File: config.mk
export PLATFORM = sky130hd
export DESIGN_NAME = rbst_mul
export DESIGN_NICKNAME = d
export VERILOG_FILES = /design/src/rtl/rbst_mul.sv
export SDC_FILE = /design/constraint.sdc
export NUM_CORES = 2
export LEC_CHECK = 0
export BUFFER_PORTS_ARGS = -buffer_cell sky130_fd_sc_hd__buf_2
export CORE_MARGIN = 2
export CORE_UTILIZATION = 45
export CTS_CLUSTER_SIZE = 20
export DETAILED_ROUTE_END_ITERATION = 10
export PLACE_DENSITY_LB_ADDON = 0.05
export SYNTH_ARGS = -nofsm -noshare
export SYNTH_HDL_FRONTEND = slang
export SYNTH_SLANG_ARGS = --single-unit
File: constraint.sdc
create_clock -name clk -period 12.4 [get_ports clk]
set_input_delay 2.48 -clock clk [delete_from_list [all_inputs] [get_ports clk]]
set_output_delay 2.48 -clock clk [all_outputs]
set_load 0.03 [all_outputs]
File: src/rtl/rbst_mul.sv
// Pipelined slab distance multiplier: magnitude product, shift by FRAC_BITS, saturation.
// Three register stages; no package dependencies.
`default_nettype none

module rbst_mul #(
	parameter int COORD_WIDTH = 32,
	parameter int FRAC_BITS   = 16
) (
	input  wire logic                          clk,
	input  wire logic                          en,
	input  wire logic        [COORD_WIDTH-1:0] a,
	input  wire logic        [COORD_WIDTH-1:0] b,
	input  wire logic                          neg,
	output logic signed      [COORD_WIDTH-1:0] t
);
	localparam int CW = COORD_WIDTH;
	localparam int LO = CW / 2;
	localparam int HI = CW - LO;
	localparam int PW = 2 * CW;

	logic [2*LO-1:0] ll_s2;
	logic [CW-1:0]   lh_s2;
	logic [CW-1:0]   hl_s2;
	logic [2*HI-1:0] hh_s2;
	logic            neg_s2;
	logic [PW-1:0]   p_s3;
	logic            neg_s3;
	logic [CW-1:0]   t_s4;

	logic [PW-1:0]   sh;
	logic            ovf;
	logic [CW-1:0]   mag;
	logic [CW-1:0]   t_nx;

	// Partial products over the low and high halves of each operand, their sum, and the saturated result.
	always_ff @(posedge clk) begin
		if (en) begin
			ll_s2  <= a[LO-1:0] * b[LO-1:0];
			lh_s2  <= a[LO-1:0] * b[CW-1:LO];
			hl_s2  <= a[CW-1:LO] * b[LO-1:0];
			hh_s2  <= a[CW-1:LO] * b[CW-1:LO];
			neg_s2 <= neg;
			p_s3   <= PW'(ll_s2) + (PW'(lh_s2) << LO) + (PW'(hl_s2) << LO)
				+ (PW'(hh_s2) << (2 * LO));
			neg_s3 <= neg_s2;
			t_s4   <= t_nx;
		end
	end

	always_comb begin
		sh  = p_s3 >> FRAC_BITS;
		ovf = |sh[PW-1:CW-1];
		mag = {1'b0, sh[CW-2:0]};
		if (!neg_s3) begin
			t_nx = ovf ? {1'b0, {(CW-1){1'b1}}} : mag;
		end else begin
			t_nx = ovf ? {1'b1, {(CW-1){1'b0}}} : (~mag + CW'(1));
		end
	end

	assign t = t_s4;

endmodule

`default_nettype wire

# == Word level (Yosys, flattened, before mapping) ==
# Cells that the tools add are included.
# op_classes
addsub,4
n_bitwise,1
mux,3
mul,4
reduce_logical,1
# op_table
cell,n
multiplier 16 x 16 -> 32 bit,4
adder 50 x 64 -> 64 bit,1
2-to-1 mux 32 bit,2
adder 49 x 48 -> 50 bit,1
adder 32 x 48 -> 49 bit,1
"adder 32 x 1 -> 32 bit, second input constant",1
inverter 31 -> 32 bit,1
2-to-1 mux 31 bit,1
OR reduction 17 bit,1
# word_totals
ff_bits,226
in_bits,67
wordCells,21
output_inout_bits,32

# == Logic depth before layout (Yosys ltp) ==
# logic_depth
ltp_word,4
ltp_mapped,24
ltp_nobuf,23

# == Worst setup path after synthesis ==
# Ideal clock, no wire load.
# synth_timing
kind,input port to flip-flop
start,in b[1]
end,"reg ll_s2[30], data pin"
required_ns,12.265
setup_ns,0.135
slack_ns,4.205
arrival_time_ns,8.060
path_stages,21
path_buffers,1
path_cell_list,clkbuf_1 nand2_1 fa_1 fa_1 fa_1 inv_1 fa_1 fa_1 inv_1 fa_1 inv_1 ha_1 a21o_1 a211o_1 o221ai_1 nor2_1 o31ai_4 a21oi_2 and4_4 or4_1 nand3_1
# synth_between
elab_chain_cells,1
# synth_lines
item,line_no,rtl
start: declaration,12,"input wire logic [COORD_WIDTH-1:0] b,"
multiplier 16 x 16 -> 32 bit,38,ll_s2 <= a[LO-1:0] * b[LO-1:0];
end signal: assignment,38,
end: declaration,21,logic [2*LO-1:0] ll_s2;
# No other way between the ends.
# A chain may end at the register's enable or synchronous reset.

# == Final worst setup path ==
# layout_timing
start,in b[1]
end,"reg ll_s2[26], data pin"
# Same word-level chain as after synthesis.

==> results by group <==
Outcome
  • Run status: complete, no violations

Yosys
  • Dominant cell type by area after synthesis: fa_1
  • Mux share of post-synthesis cell area: 0.00120
  • Syn_nets: 5,900
  • Top_reg_cell synth: edfxtp_1
  • Netlist Area Pre-Place: 42,900 µm²
  • Unique masters post-synth: 80
  • XOR/XNOR Fraction of Synth Area: 0.0273
  • #FFs+latches synth: 194
  • Simple-Gate Fraction of Synth Area: 0.161
  • Post-Synthesis Cells: 4,579
  • Sequential fraction of the synthesis area: 0.136
  • Post-synth top area share: 0.377
  • Post-synth EDFFs: 194
  • Post-Syn Area per Cell: 9.37 µm²
  • Yosys warns: 0
  • Top post-synthesis cells by area: fa_1 (38%), edfxtp_1 (14%), ha_1 (13%)
  • Largest family of logic cells by synthesized area: adder cells
  • Synth Area in Adders: 0.507
  • Compound-gate portion of the synthesized area: 0.0663
  • Ys async rst share: 0

CTS
  • Post-CTS setup buffer count: 0
  • Clk sinks: 194
  • CTS root buf: clkbuf_16
  • Worst-skew pair later-pin latency: 500 ps
  • H-tree Lvls: 4
  • CTS buffer count: 17
  • Hold Buf Count CTS: 0
  • Post-CTS resize count: 0
  • Reg clk slew, reported paths: 80 ps
  • CTS tree: done
  • Clk buf depth: 2

Floorplan
  • Die height: 313 µm
  • Initial Util: 0.453
  • DIE AREA: 97,900 µm²
  • Chip width: 313 µm
  • Rows: 113
  • Boundary pin count: 99
  • Core footprint: 94,700 µm²

Critical path
  • Nature of the critical path startpoint: input pin
  • Crit path max fanout: 32
  • Reg2reg setup slack: 7930 ps
  • Arrival @ worst endpoint: 8910 ps
  • Kind of critical path: in2reg
  • CP required: 12,650 ps
  • Critical Path Sink Type: flip-flop

Routing
  • DR WL/cell: 19.7 µm
  • TritonRoute pass-1 iters: 5
  • DR vias: 30,082
  • Routed WL: 114 mm
  • Drt drc: 0
  • Avg Vias per Cell: 5.20
  • Antenna Violating Nets Remaining: 0
  • Initial DRC Count: 1,702

Final layout
  • Most common cell after layout, fill and taps aside: inv_1
  • Layout area overhead: 4.86%
  • Multi-input logic area: 32,700 µm²
  • Sequential cell area: 5830 µm²
  • Final nets: 5,832
  • Layout cells sized above 1: 0.0427
  • Most frequent cells in the layout: inv_1 (944), fa_1 (808), nand2_1 (613)
  • FILL cells: 9,314
  • Final core occ: 0.475

Global route
  • Vias in the first global route: 31,494
  • Total track usage: 0.240
  • Met1 Use GR: 0.324
  • Grt ovf: 0
  • First-pass GRT wire length: 181 mm
  • Largest net degree at the start of global routing: 70
  • Met3 GRT Util: 0.0246
  • Initial antenna violation count: 9
  • Busiest grt layer: met2
  • Global-route track usage on met2: 0.414

STA
  • Final Hold Fails: 0
  • Unrepaired setup endpoints after global routing: no
  • Slew Limit Fails: 0
  • Maximum clock rate: 0.115 GHz
  • Setup Skew: 8.44 ps
  • Actual slew at the worst max-slew pin: 993 ps
  • Ratio of final minimum period to clock period: 0.699
  • Post-Route Setup TNS: 0 ps
  • Period minus WS final: 8660 ps
  • Rel. slew slack: 0.338
  • Final setup viols: 0

Job
  • Max-Cap Viols: 0

Worst hold path
  • Tightest Hold Check Type: reg2reg

Place
  • RD Place Congestion: 0.824
  • Placed wire-length estimate: 85.8 mm
  • Port buffer count: 98
==> stage by stage <==
| step | setup slack (ps) | area [µm²] | hold slack, ps | cells |
|---|---|---|---|---|
| detailed placement | 3270 | 44400 | 405 | 5757 |
| CTS | 3800 | 45000 | 424 | 5789 |
| global route | 3480 | 45000 | 430 | 5789 |
| floorplan | 4200 | 42900 | 400 | 4579 |
| global placement | 3380 | 44400 | 404 | 5757 |
| finish | 3740 | 45000 | 423 | 5790 |
==> state kept, by name, summed over array words and instances (netlist names) <==
signal	count
neg_s3	1
hl_s2	32
t	32
ll_s2	16
hh_s2	32
lh_s2	32
p_s3	48
neg_s2	1
==> path summary, 6_finish.rpt <==
kind,from,end,cells after the start
min,neg_s2,neg_s3,0
max reg2reg,ll_s2[17],p_s3[57],13
max,b[1],ll_s2[26],21
min reg2reg,neg_s2,neg_s3,0
==> critical path, stage by stage <==
cell and delay (ps):
buf_2 600, nand2_1 180, fa_1 540, fa_1 510, fa_1 510, inv_1 60, fa_1 490, fa_1 490
inv_1 50, fa_1 480, inv_1 40, ha_1 280, a21o_1 190, a211o_1 310, o221ai_1 410, o21ba_2 250
o22ai_1 200, a221oi_2 340, o21ai_0 180, a21oi_1 210, xnor2_1 80
==> Yosys cell counts, types with 29 or more instances <==
| cell type | number |
|---|---|
| inv_1 | 944 |
| nor2_1 | 107 |
| a21o_1 | 55 |
| fa_1 | 808 |
| nand3_1 | 33 |
| a21oi_1 | 156 |
| and2_1 | 477 |
| xnor2_1 | 105 |
| edfxtp_1 | 194 |
| clkbuf_1 | 212 |
| ha_1 | 446 |
| xor2_1 | 29 |
| o21ai_0 | 67 |
| nand2_1 | 613 |
==> kinds of logic after synthesis <==
family | Yosys count
compound gates | 442
xor+xnor | 134
fa+ha+maj | 1254
buf+inv | 1162
flops | 194
mux | 5
simple gates | 1388
==> area by class of cell <==
class	count	area share
Tap cell	1265	0.0352
Timing Repair Buffer	130	0.0164
Inverter	945	0.0788
Antenna cell	1	0.0000556
Clock buffer	19	0.00962
Clock inverter	13	0.00323
Multi-Input combinational cell	3223	0.727
Sequential cell	194	0.129
==> layer usage <==
layer,vias up,share of wire
li1,13900,-
met1,15627,0.44
met2,445,0.50
met3,104,0.030
met4,6,0.024
met5,-,0.00036
Power is left out: the tool's default activity adds up to more than one toggle a clock period on the data nets, which glitch-free logic cannot reach.
