===== src/rtl/rbst_pkg.sv =====
// Shared definitions for the ray versus box slab test.
// No dependencies; imported by the core and its reciprocal unit.
`default_nettype none

package rbst_pkg;

	// Command codes carried in the cmd field of an input word.
	localparam logic CMD_LOAD_RAY = 1'b0;
	localparam logic CMD_TEST_BOX = 1'b1;

	// Number of spatial axes handled per word.
	localparam int NUM_AXES = 3;

endpackage

`default_nettype wire


===== src/rtl/rbst_recip.sv =====
// Reciprocal unit: 2^(2*FRAC_BITS) / |d| by restoring division, one quotient bit per cycle.
// Depends on rbst_pkg for the command codes.
`default_nettype none

module rbst_recip #(
	parameter int COORD_WIDTH = 32,
	parameter int FRAC_BITS   = 16
) (
	input  wire logic                          clk,
	input  wire logic                          arst_n,
	input  wire logic                          start,
	input  wire logic                          cmd,
	input  wire logic signed [COORD_WIDTH-1:0] dir,
	output logic             [COORD_WIDTH-1:0] inv_mag,
	output logic                               inv_neg,
	output logic                               busy
);
	import rbst_pkg::*;

	localparam int CW    = COORD_WIDTH;
	localparam int QW    = 2 * FRAC_BITS + 1;
	localparam int SW    = ((QW > CW) ? QW : CW) + 1;
	localparam int CNT_W = $clog2(2 * FRAC_BITS + 1);

	logic [CW-1:0]    dm_q;
	logic             neg_q;
	logic             par_q;
	logic [CW-1:0]    r_q;
	logic [QW-1:0]    q_q;
	logic [CNT_W-1:0] idx_q;
	logic             busy_q;
	logic [CW-1:0]    inv_mag_q;
	logic             inv_neg_q;

	logic             div_bit;
	logic [CW:0]      sh;
	logic             ge;
	logic [CW:0]      diff;
	logic [CW-1:0]    r_nx;
	logic [QW-1:0]    q_nx;
	logic [SW-1:0]    q_ext;
	logic [SW-1:0]    lim;
	logic [SW-1:0]    mag_sat;
	logic [CW-1:0]    dir_mag;
	logic             go;

	// The dividend has a single one bit, at position 2*FRAC_BITS.
	assign div_bit = (idx_q == CNT_W'(2 * FRAC_BITS));
	assign sh      = {r_q, div_bit};
	assign ge      = (sh >= {1'b0, dm_q});
	assign diff    = sh - {1'b0, dm_q};
	assign r_nx    = ge ? diff[CW-1:0] : sh[CW-1:0];
	assign q_nx    = {q_q[QW-2:0], ge};

	assign q_ext   = SW'(q_nx);
	assign lim     = neg_q ? (SW'(1) << (CW - 1)) : ((SW'(1) << (CW - 1)) - SW'(1));
	assign mag_sat = (q_ext > lim) ? lim : q_ext;

	assign dir_mag = dir[CW-1] ? (~dir + CW'(1)) : dir;
	assign go      = start && (cmd == CMD_LOAD_RAY);

	always_ff @(posedge clk or negedge arst_n) begin
		if (!arst_n) begin
			busy_q    <= 1'b0;
			idx_q     <= '0;
			inv_mag_q <= '0;
			inv_neg_q <= 1'b0;
		end else if (go) begin
			busy_q <= 1'b1;
			idx_q  <= CNT_W'(2 * FRAC_BITS);
		end else if (busy_q) begin
			if (idx_q == '0) begin
				busy_q <= 1'b0;
				if (par_q) begin
					inv_mag_q <= '0;
					inv_neg_q <= 1'b0;
				end else begin
					inv_mag_q <= mag_sat[CW-1:0];
					inv_neg_q <= neg_q && (mag_sat != '0);
				end
			end else begin
				idx_q <= idx_q - CNT_W'(1);
			end
		end
	end

	always_ff @(posedge clk) begin
		if (go) begin
			dm_q  <= dir_mag;
			neg_q <= dir[CW-1];
			par_q <= (dir == '0);
			r_q   <= '0;
			q_q   <= '0;
		end else if (busy_q) begin
			r_q <= r_nx;
			q_q <= q_nx;
		end
	end

	assign inv_mag = inv_mag_q;
	assign inv_neg = inv_neg_q;
	assign busy    = busy_q;

endmodule

`default_nettype wire


===== config.mk =====
export PLATFORM = sky130hd
export DESIGN_NAME = rbst_recip
export DESIGN_NICKNAME = d
export VERILOG_FILES = /design/src/rtl/rbst_pkg.sv /design/src/rtl/rbst_recip.sv
export SDC_FILE = /design/constraint.sdc
export NUM_CORES = 1
export LEC_CHECK = 0
export CAP_MARGIN = 20
export CORE_ASPECT_RATIO = 0.75
export CORE_MARGIN = 1
export CORE_UTILIZATION = 55
export CTS_CLUSTER_DIAMETER = 40
export DETAILED_ROUTE_END_ITERATION = 8
export DONT_BUFFER_PORTS = 1
export PLACE_DENSITY = 0.7
export SKIP_CTS_REPAIR_TIMING = 1
export SLEW_MARGIN = 0
export SYNTH_ARGS = -nofsm -noshare
export SYNTH_HDL_FRONTEND = slang
export SYNTH_SLANG_ARGS = --single-unit

===== constraint.sdc =====
create_clock -name clk -period 4.1 [get_ports clk]
set_input_delay 0.82 -clock clk [delete_from_list [all_inputs] [get_ports clk]]
set_output_delay 0.82 -clock clk [all_outputs]
set_load 0.01 [all_outputs]

# After elaboration in Yosys (flattened, before gate mapping)

Cells that the tools add are included.
Widths: inputs -> output; s select.

Bits of input ports: 36
Output and inout bits: 34
Flip-flop bits (word level): 138
Logic and storage cells: 40

Eq/ne operators: 2
Bitwise logic cells: 3
Multiplexer cells: 12
Reductions and logical operators: 8
Order comparisons: 2
$add $sub $neg: 3

Operators by type and width:

| kind                  | count |
|---|---|
| $mux 32               | 3 |
| $reduce_bool 34->1    | 1 |
| $ge 33x32->1          | 1 |
| $gt 33x32->1          | 1 |
| $mux 33               | 1 |
| $add 32x2->32 const B | 1 |
| $logic_not 32->1      | 1 |
| $not 32->32           | 1 |
| $sub 32x32->32        | 1 |
| $mux 31               | 1 |
| $mux 6                | 3 |
| $eq 6x6->1 const B    | 1 |
| $logic_not 6->1       | 1 |
| $sub 6x1->6 const B   | 1 |
| $mux 1                | 4 |
| $reduce_and 3->1      | 1 |
| $logic_and 1x1->1     | 2 |
| $ne 2x2->1 const B    | 1 |
| $not 1->1             | 2 |
| $reduce_and 2->1      | 1 |
| $reduce_bool 2->1     | 1 |

# Depth between registers and ports, before layout

Gate-level depths: netlist (run 1).

Depth in word-level cells: 7
Mapped depth: 23
Mapped depth without buffers: 21

# Least setup slack after synthesis (run 1)

No wires, ideal clock.

Kind: register to register
From: reg idx_q[0]
To: reg inv_mag_q[10] (netlist: inv_mag[10])
Arrival time: 3.725 ns
Setup time: 0.092 ns
Path buffers: 2
Period minus slack after synthesis: 3.817 ns
Cell stages (with the launch flop): 24
Required time: 4.008 ns
Slack: 0.283 ns
Path through: dfrtp_1 -> inv_1 -> ha_1 -> nor4b_1 -> nand2_1 -> ha_1 -> nand3b_1 -> a21oi_2 -> o31ai_4 -> o211ai_1 -> o21ai_2 -> o21bai_4 -> inv_2 -> buf_2 -> ha_1 -> nor2_1 -> a211oi_1 -> o21ai_1 -> a2111oi_2 -> o211ai_1 -> a21boi_4 -> a21o_1 -> buf_6 -> o31ai_2

Cells in the longest elaborated chain, start to end: 5
Elaborated cells between the ends (all ways): 7
Those cells by class: order compare (2); eq/ne (1); mux (2); reduce/logical (2)

Ends and longest elaborated chain:

| what                   | RTL line         | source |
|---|---|---|
| start, declared        | rbst_recip.sv:30 | `logic [CNT_W-1:0] idx_q;` |
| start signal, assigned | rbst_recip.sv:70 | `idx_q <= CNT_W'(2 * FRAC_BITS);` |
| start signal, assigned | rbst_recip.sv:82 | `idx_q <= idx_q - CNT_W'(1);` |
| $eq 6x6->1             | rbst_recip.sv:48 | `assign div_bit = (idx_q == CNT_W'(2 * FRAC_BITS));` |
| $ge 33x32->1           | rbst_recip.sv:50 | `assign ge = (sh >= {1'b0, dm_q});` |
| $gt 33x32->1           | rbst_recip.sv:57 | `assign mag_sat = (q_ext > lim) ? lim : q_ext;` |
| $mux 33                | rbst_recip.sv:57 |  |
| $mux 32                | rbst_recip.sv:74 | `if (par_q) begin` |
| end signal, assigned   | rbst_recip.sv:78 | `inv_mag_q <= mag_sat[CW-1:0];` |
| end, declared          | rbst_recip.sv:32 | `logic [CW-1:0] inv_mag_q;` |

Parallel ways exist; a longest one is shown, timed or not.
A chain may end at the register's enable or synchronous reset.

# Worst setup path after layout (run 1)

From: reg idx_q[0]
To: reg inv_neg_q (netlist: inv_neg)

Cells in the longest elaborated chain, start to end: 7
Elaborated cells between the ends (all ways): 9
Those cells by class: order compare (2); eq/ne (1); mux (2); reduce/logical (4)

Ends and longest elaborated chain:

| what                 | RTL line         | source |
|---|---|---|
| $eq 6x6->1           | rbst_recip.sv:48 |  |
| $ge 33x32->1         | rbst_recip.sv:50 |  |
| $gt 33x32->1         | rbst_recip.sv:57 |  |
| $mux 33              | rbst_recip.sv:57 |  |
| $reduce_bool 34->1   | rbst_recip.sv:79 | `inv_neg_q <= neg_q && (mag_sat != '0);` |
| $logic_and 1x1->1    | rbst_recip.sv:79 |  |
| $mux 1               | rbst_recip.sv:74 |  |
| end signal, assigned | rbst_recip.sv:79 |  |
| end, declared        | rbst_recip.sv:33 | `logic inv_neg_q;` |

Parallel ways exist; a longest one is shown, timed or not.

==> run metrics, run 1 <==
final hold viol count 0; number of nets still failing antenna checks after routing 0; Post-Syn Nets 1,023; layout cells sized above 1 0.126; Placed Cells 1,093; Cell Int Power 3740 µW; clk_lat worst skew 0.42 ns; DRT iter0 DRCs 553; All-Layer GR Usage 0.237; Psw 2300 µW; sequential power share 0.321; Sw Share 0.381; Post-synth EDFFs 34; die height 111 µm; CTS sink cnt 138; Fin Hold WS 0.0866 ns; CP startpoint kind flop; combinational power share 0.434; Final setup viols 0; P_leak 0.00429 µW; Synthesis Warnings 0; Place WS 0.0812 ns; gp weighted congestion 0.825; post-DR vias/cell 5.95; Ports 70; Critical Path AT 4.26 ns; reg-to-reg startpoint idx_q[0]; Root Driver clkbuf_16; starting density of the core 0.565; Post-Syn Area per Cell 9.39 µm²; synth-to-layout area growth 11.5%; Finished Layout Cells 1,135; Yosys reg bits 138; CTS tree built; FILL cells 1,242; Vias 6,751; die width 147 µm; Max transition margin 0.269; Max FO, Critical Path 8; Worst Path Class, Setup flop to flop; row count 39; post-synth cell types 73; final worst path period share 0.965; data required time of the critical path 4.40 ns; IO Port Bufs 0; asr flop ratio synth 0.290; CTS Buffer Depth 2; die area 16,200 µm²; CTS buffer count 17; HP Class input pin to asynchronous set/reset pin; HPWL Detailed 12,900 µm; largest net degree at the start of global routing 92; status finished, final reports clean; global-route wire length before repair 30,700 µm; DR WL/cell 17.3 µm; Total Power 6040 µW; ANT cells 0; Reg-to-Reg End inv_neg; maxcap violations 0; power density cells 627 nW/µm²; initial antenna violation count 0; Max Slew Vio Count 0; Fmax 253 MHz; Clk network pwr share 0.245; CTS HTree Levels 4; mapped cell area 8640 µm²; Pre-antenna DRT Iters 5; R2R setup slack 0.14 ns; FF-to-FF path depth 23; dominant synthesized flop cell dfxtp_1; Cells after Synth 920; Worst Setup End Kind flop; Remaining DRCs 0; Final Critical Period 3.96 ns; maximum VDD drop 0.371 mV; Worst-Margin Slew 1.10 ns; Nets 1,021; Final Skew 0.0116 ns; grt total ovfl 0; Clock transition at path regs 0.06 ns; WL final 19,600 µm; Final WS setup 0.142 ns; total core area 15,300 µm²; post-synthesis sequential area ratio 0.382; vias in the first global route 5,892
==> critical path: stages, from the launching register on <==
cell,delay (ns)
dfrtp_1,0.41
inv_2,0.06
ha_2,0.17
nor4b_2,0.21
nand2_1,0.13
ha_2,0.21
nand3b_1,0.19
a21oi_2,0.24
o31ai_4,0.09
o211ai_1,0.26
o21ai_2,0.10
o21bai_4,0.14
inv_2,0.05
ha_1,0.17
nor2_1,0.13
a211oi_2,0.05
o21ai_1,0.18
a2111oi_2,0.09
o211ai_1,0.10
a21boi_4,0.24
buf_4,0.16
buf_12,0.13
nor3_1,0.06
o41ai_1,0.28
==> sequential cells by signal (all words and copies together) (netlist names) <==
name / count
q_q: 32
r_q: 32
busy: 1
dm_q: 32
idx_q: 6
par_q: 1
inv_mag: 32
neg_q: 1
inv_neg: 1
==> area by class of cell <==
cell class	count	area, µm²	area share
repair buffers	24	279	0.0290
clock buffers	19	433	0.0450
multi-input cells	686	5040	0.523
inverters	51	191	0.0199
clock inverters	12	125	0.0130
well taps	205	256	0.0266
flip-flops and latches	138	3310	0.343
==> power by group through the flow <==
stage	Combinational (µW)	Sequential [µW]	Clock [µW]
global placement	2470	1950	0
detailed placement	2490	1950	0
floorplan	2070	1890	0
CTS	2520	1930	1490
global route	2900	1970	1560
finish	2620	1940	1480
==> cell usage after synthesis, types with 11 or more instances <==
master | instances | area (µm²)
xnor2_1 | 46 | 403
clkbuf_1 | 29 | 109
o21ai_0 | 39 | 195
nand2_1 | 74 | 278
nand4_1 | 13 | 81.3
dfrtp_1 | 40 | 1000
nor3_1 | 11 | 55.1
a21o_1 | 26 | 195
a21oi_1 | 54 | 270
mux2i_1 | 50 | 500
edfxtp_1 | 34 | 1020
nand3_1 | 12 | 60.1
a211oi_1 | 25 | 188
o31ai_2 | 30 | 375
nor2_1 | 106 | 398
xor2_1 | 12 | 105
inv_1 | 49 | 184
ha_1 | 66 | 826
dfxtp_1 | 64 | 1280
==> through the flow <==
stage	utilization	TNS, ns	cell area [µm²]
2_1_floorplan	-	0	8640
3_3_place_gp	0.577	0	8820
3_5_place_dp	0.577	0	8820
4_1_cts	0.614	0	9380
5_1_grt	0.630	-0.274	9630
6_report	0.630	0	9630
==> how the worst max path moves through the flow <==
stage	start	endpoint	slack (ns)	depth (start not counted)
after floorplan	idx_q[0]	inv_mag[10]	0.28	23
after global placement	idx_q[0]	inv_mag[0]	0.21	22
after detailed placement	idx_q[0]	inv_mag[8]	0.08	22
after CTS	idx_q[0]	inv_mag[3]	0.07	22
after global routing	idx_q[1]	inv_neg	-0.16	23
final	idx_q[0]	inv_neg	0.14	23
==> cell usage in the layout (no fill, tap or decap), types with 34 or more instances in the layout <==
cell,n
nor2_1,106
nand2_1,73
dfxtp_1,64
ha_1,63
a21oi_1,53
mux2i_1,50
inv_1,47
xnor2_1,46
o21ai_0,39
dfrtp_1,39
edfxtp_1,34
==> cells by family (layout without fill, tap and decap cells) <==
group,after synthesis,after routing,share of synthesized area
AO/OA/AOI/OAI,238,238,0.208
XOR/XNOR,58,58,0.0588
adder cells (fa/ha/maj),67,67,0.0979
buffers and inverters,96,106,0.0458
flip-flops,138,138,0.382
multiplexers,50,50,0.0579
AND/OR/NAND/NOR,273,273,0.149
==> routing by layer <==
metal / share of wire / up-vias / global-route usage
met5: 0 / - / 0
met3: 0.066 / 20 / 0.0525
met1: 0.53 / 3187 / 0.385
li1: - / 3335 / -
met4: 0.010 / 0 / 0.0729
met2: 0.39 / 209 / 0.299
Power figures use the tool's default switching activity.
==> inputs of run 2 (changes only) <==
==> constraint.sdc (replaced) <==
create_clock -name clk -period 4.1 [get_ports clk]
set_input_delay 0.82 -clock clk [delete_from_list [all_inputs] [get_ports clk]]
set_output_delay 0.82 -clock clk [all_outputs]
set_load 0.1 [all_outputs]
==> run metrics, run 2 (synthesized netlist as in run 1, its figures left out) <==
CTS Buffer Depth 2 (unchanged); Pre-antenna DRT Iters 4 (was 5); power density cells 665 nW/µm² (was 627 nW/µm²); All-Layer GR Usage 0.243 (was 0.237); reg-to-reg startpoint idx_q[0] (unchanged); Max transition margin 0.283 (was 0.269); initial antenna violation count 0 (unchanged); IO Port Bufs 0 (unchanged); gp weighted congestion 0.842 (was 0.825); Place WS 0.106 ns (was 0.0812 ns); grt total ovfl 0 (unchanged); final worst path period share 0.944 (was 0.965); CTS tree built (unchanged); most frequent cells in the layout nor2_1, nand2_1, ha_1 (was nor2_1, nand2_1, dfxtp_1); Root Driver clkbuf_16 (unchanged); Critical Path AT 4.15 ns (was 4.26 ns); Max FO, Critical Path 16 (was 8); Critical Path Max Stage Delay 0.39 ns (was 0.41 ns); DR WL/cell 17.2 µm (was 17.3 µm); DRT iter0 DRCs 533 (was 553); Final WS setup 0.229 ns (was 0.142 ns); row count 39 (unchanged); CTS HTree Levels 4 (unchanged); maximum VDD drop 0.341 mV (was 0.371 mV); Max Slew Vio Count 0 (unchanged); Remaining DRCs 0 (unchanged); sequential standard cell area 3310 µm² (unchanged); Fin Hold WS 0.0822 ns (was 0.0866 ns); die height 111 µm (unchanged); CTS sink cnt 138 (unchanged); Finished Cell Area 9560 µm² (was 9630 µm²); vias in the first global route 6,110 (was 5,892); synth-to-layout area growth 10.7% (was 11.5%); Total Power 6360 µW (was 6040 µW); total core area 15,300 µm² (unchanged); Nets 1,018 (was 1,021); CP startpoint kind flop (unchanged); Vias 6,643 (was 6,751); WL final 19,500 µm (was 19,600 µm); Final setup viols 0 (unchanged); RSZ-0062 raised after global routing yes; crit path launch idx_q[0] (unchanged); maxcap violations 0 (unchanged); final hold viol count 0 (unchanged); number of nets still failing antenna checks after routing 0 (unchanged); starting density of the core 0.565 (unchanged); worst-path cell chain inv_1 > ha_1 > nor4b_4 > nand2_1 > ha_2 > nand3b_1 > a21oi_2 > o31ai_4 > o211ai_1 > o21ai_2 > o21bai_4 > inv_2 > ha_1 > nor2_1 > a211oi_2 > o21ai_1 > a2111oi_2 > o211ai_1 > a21boi_4 > buf_6 > mux2i_1 > o31ai_1 (was inv_2 > ha_2 > nor4b_2 > nand2_1 > ha_2 > nand3b_1 > a21oi_2 > o31ai_4 > o211ai_1 > o21ai_2 > o21bai_4 > inv_2 > ha_1 > nor2_1 > a211oi_2 > o21ai_1 > a2111oi_2 > o211ai_1 > a21boi_4 > buf_4 > buf_12 > nor3_1 > o41ai_1); area of the multi-input gates 5010 µm² (was 5040 µm²); slowest CP cell dfrtp_1 (unchanged); largest net degree at the start of global routing 92 (unchanged); post-DR vias/cell 5.86 (was 5.95); Worst Setup End Kind flop (unchanged); dpl cell area 8800 µm² (was 8820 µm²); FILL cells 1,236 (was 1,242); die area 16,200 µm² (unchanged); commonest non-fill, non-tap cell in the layout nor2_1 (unchanged); clk_lat worst skew 0.43 ns (was 0.42 ns); Fmax 258 MHz (was 253 MHz); data required time of the critical path 4.38 ns (was 4.40 ns); die width 147 µm (unchanged); Ports 70 (unchanged); Worst Path Class, Setup flop to flop (unchanged); P_leak 0.00428 µW (was 0.00429 µW); Core Util, Final 0.626 (was 0.630); CTS buffer count 17 (unchanged); HP Class input pin to asynchronous set/reset pin (unchanged); Clock transition at path regs 0.06 ns (about the same); ANT cells 0 (unchanged); global-route wire length before repair 31,400 µm (was 30,700 µm); layout cells sized above 1 0.121 (was 0.126); Worst-Margin Slew 1.07 ns (was 1.10 ns); Final Skew 0.00995 ns (was 0.0116 ns); Final Critical Period 3.87 ns (was 3.96 ns); HPWL Detailed 13,000 µm (was 12,900 µm); status finished, final reports clean (unchanged)
==> run 2: per-stage QoR <==
| step | setup TNS (ns) | std cells |
|---|---|---|
| detailed placement | 0 | 1092 |
| finish | 0 | 1133 |
| floorplan | 0 | 920 |
| CTS | 0 | 1124 |
| global route | -0.915 | 1133 |
| global placement | 0 | 1092 |
==> run 2: critical path: cells and delay by family, from the launching register on <==
family	cells	cell delay (ns)
AOI/OAI and AO/OA	11	1.57
adders and majority gates	3	0.55
buffers and inverters	3	0.31
DFF	1	0.39
muxes	1	0.21
and+or+nand+nor	4	0.68
==> run 2: worst paths after layout <==
| check | to | slack (ns) | cells after the start |
|---|---|---|---|
| max | inv_mag[31] | 0.23 | 22 |
| min | inv_mag[7] | 0.08 | 0 |
| max reg2reg | inv_mag[31] | 0.23 | 22 |
| min reg2reg | r_q[1] | 0.50 | 2 |
| max in group asynchronous | busy | 3.92 | 0 |
| min in group clk | dm_q[0] | 0.49 | 0 |
==> run 2: report_power, final <==
part | internal [µW] | switching [µW] | leakage (µW)
sequential | 1680 | 528 | 0.00138
combinational | 1160 | 1450 | 0.00261
clock | 922 | 614 | 0.000288
==> run 2: final cells by class <==
type                       count  share of cell area
sequential                   138               0.346
inverter                      51              0.0200
timing repair buffer          21              0.0212
tap                          205              0.0268
clock buffer                  19              0.0467
multi-input combinational    686               0.525
clock inverter                13              0.0147
==> run 2: per-layer routing <==
| layer | global-route usage | vias up | wire length [µm] |
|---|---|---|---|
| li1 | - | 3339 | - |
| met5 | 0 | - | 0 |
| met4 | 0.0757 | 0 | 208 |
| met2 | 0.308 | 189 | 7530 |
| met1 | 0.394 | 3094 | 10500 |
| met3 | 0.0574 | 21 | 1290 |
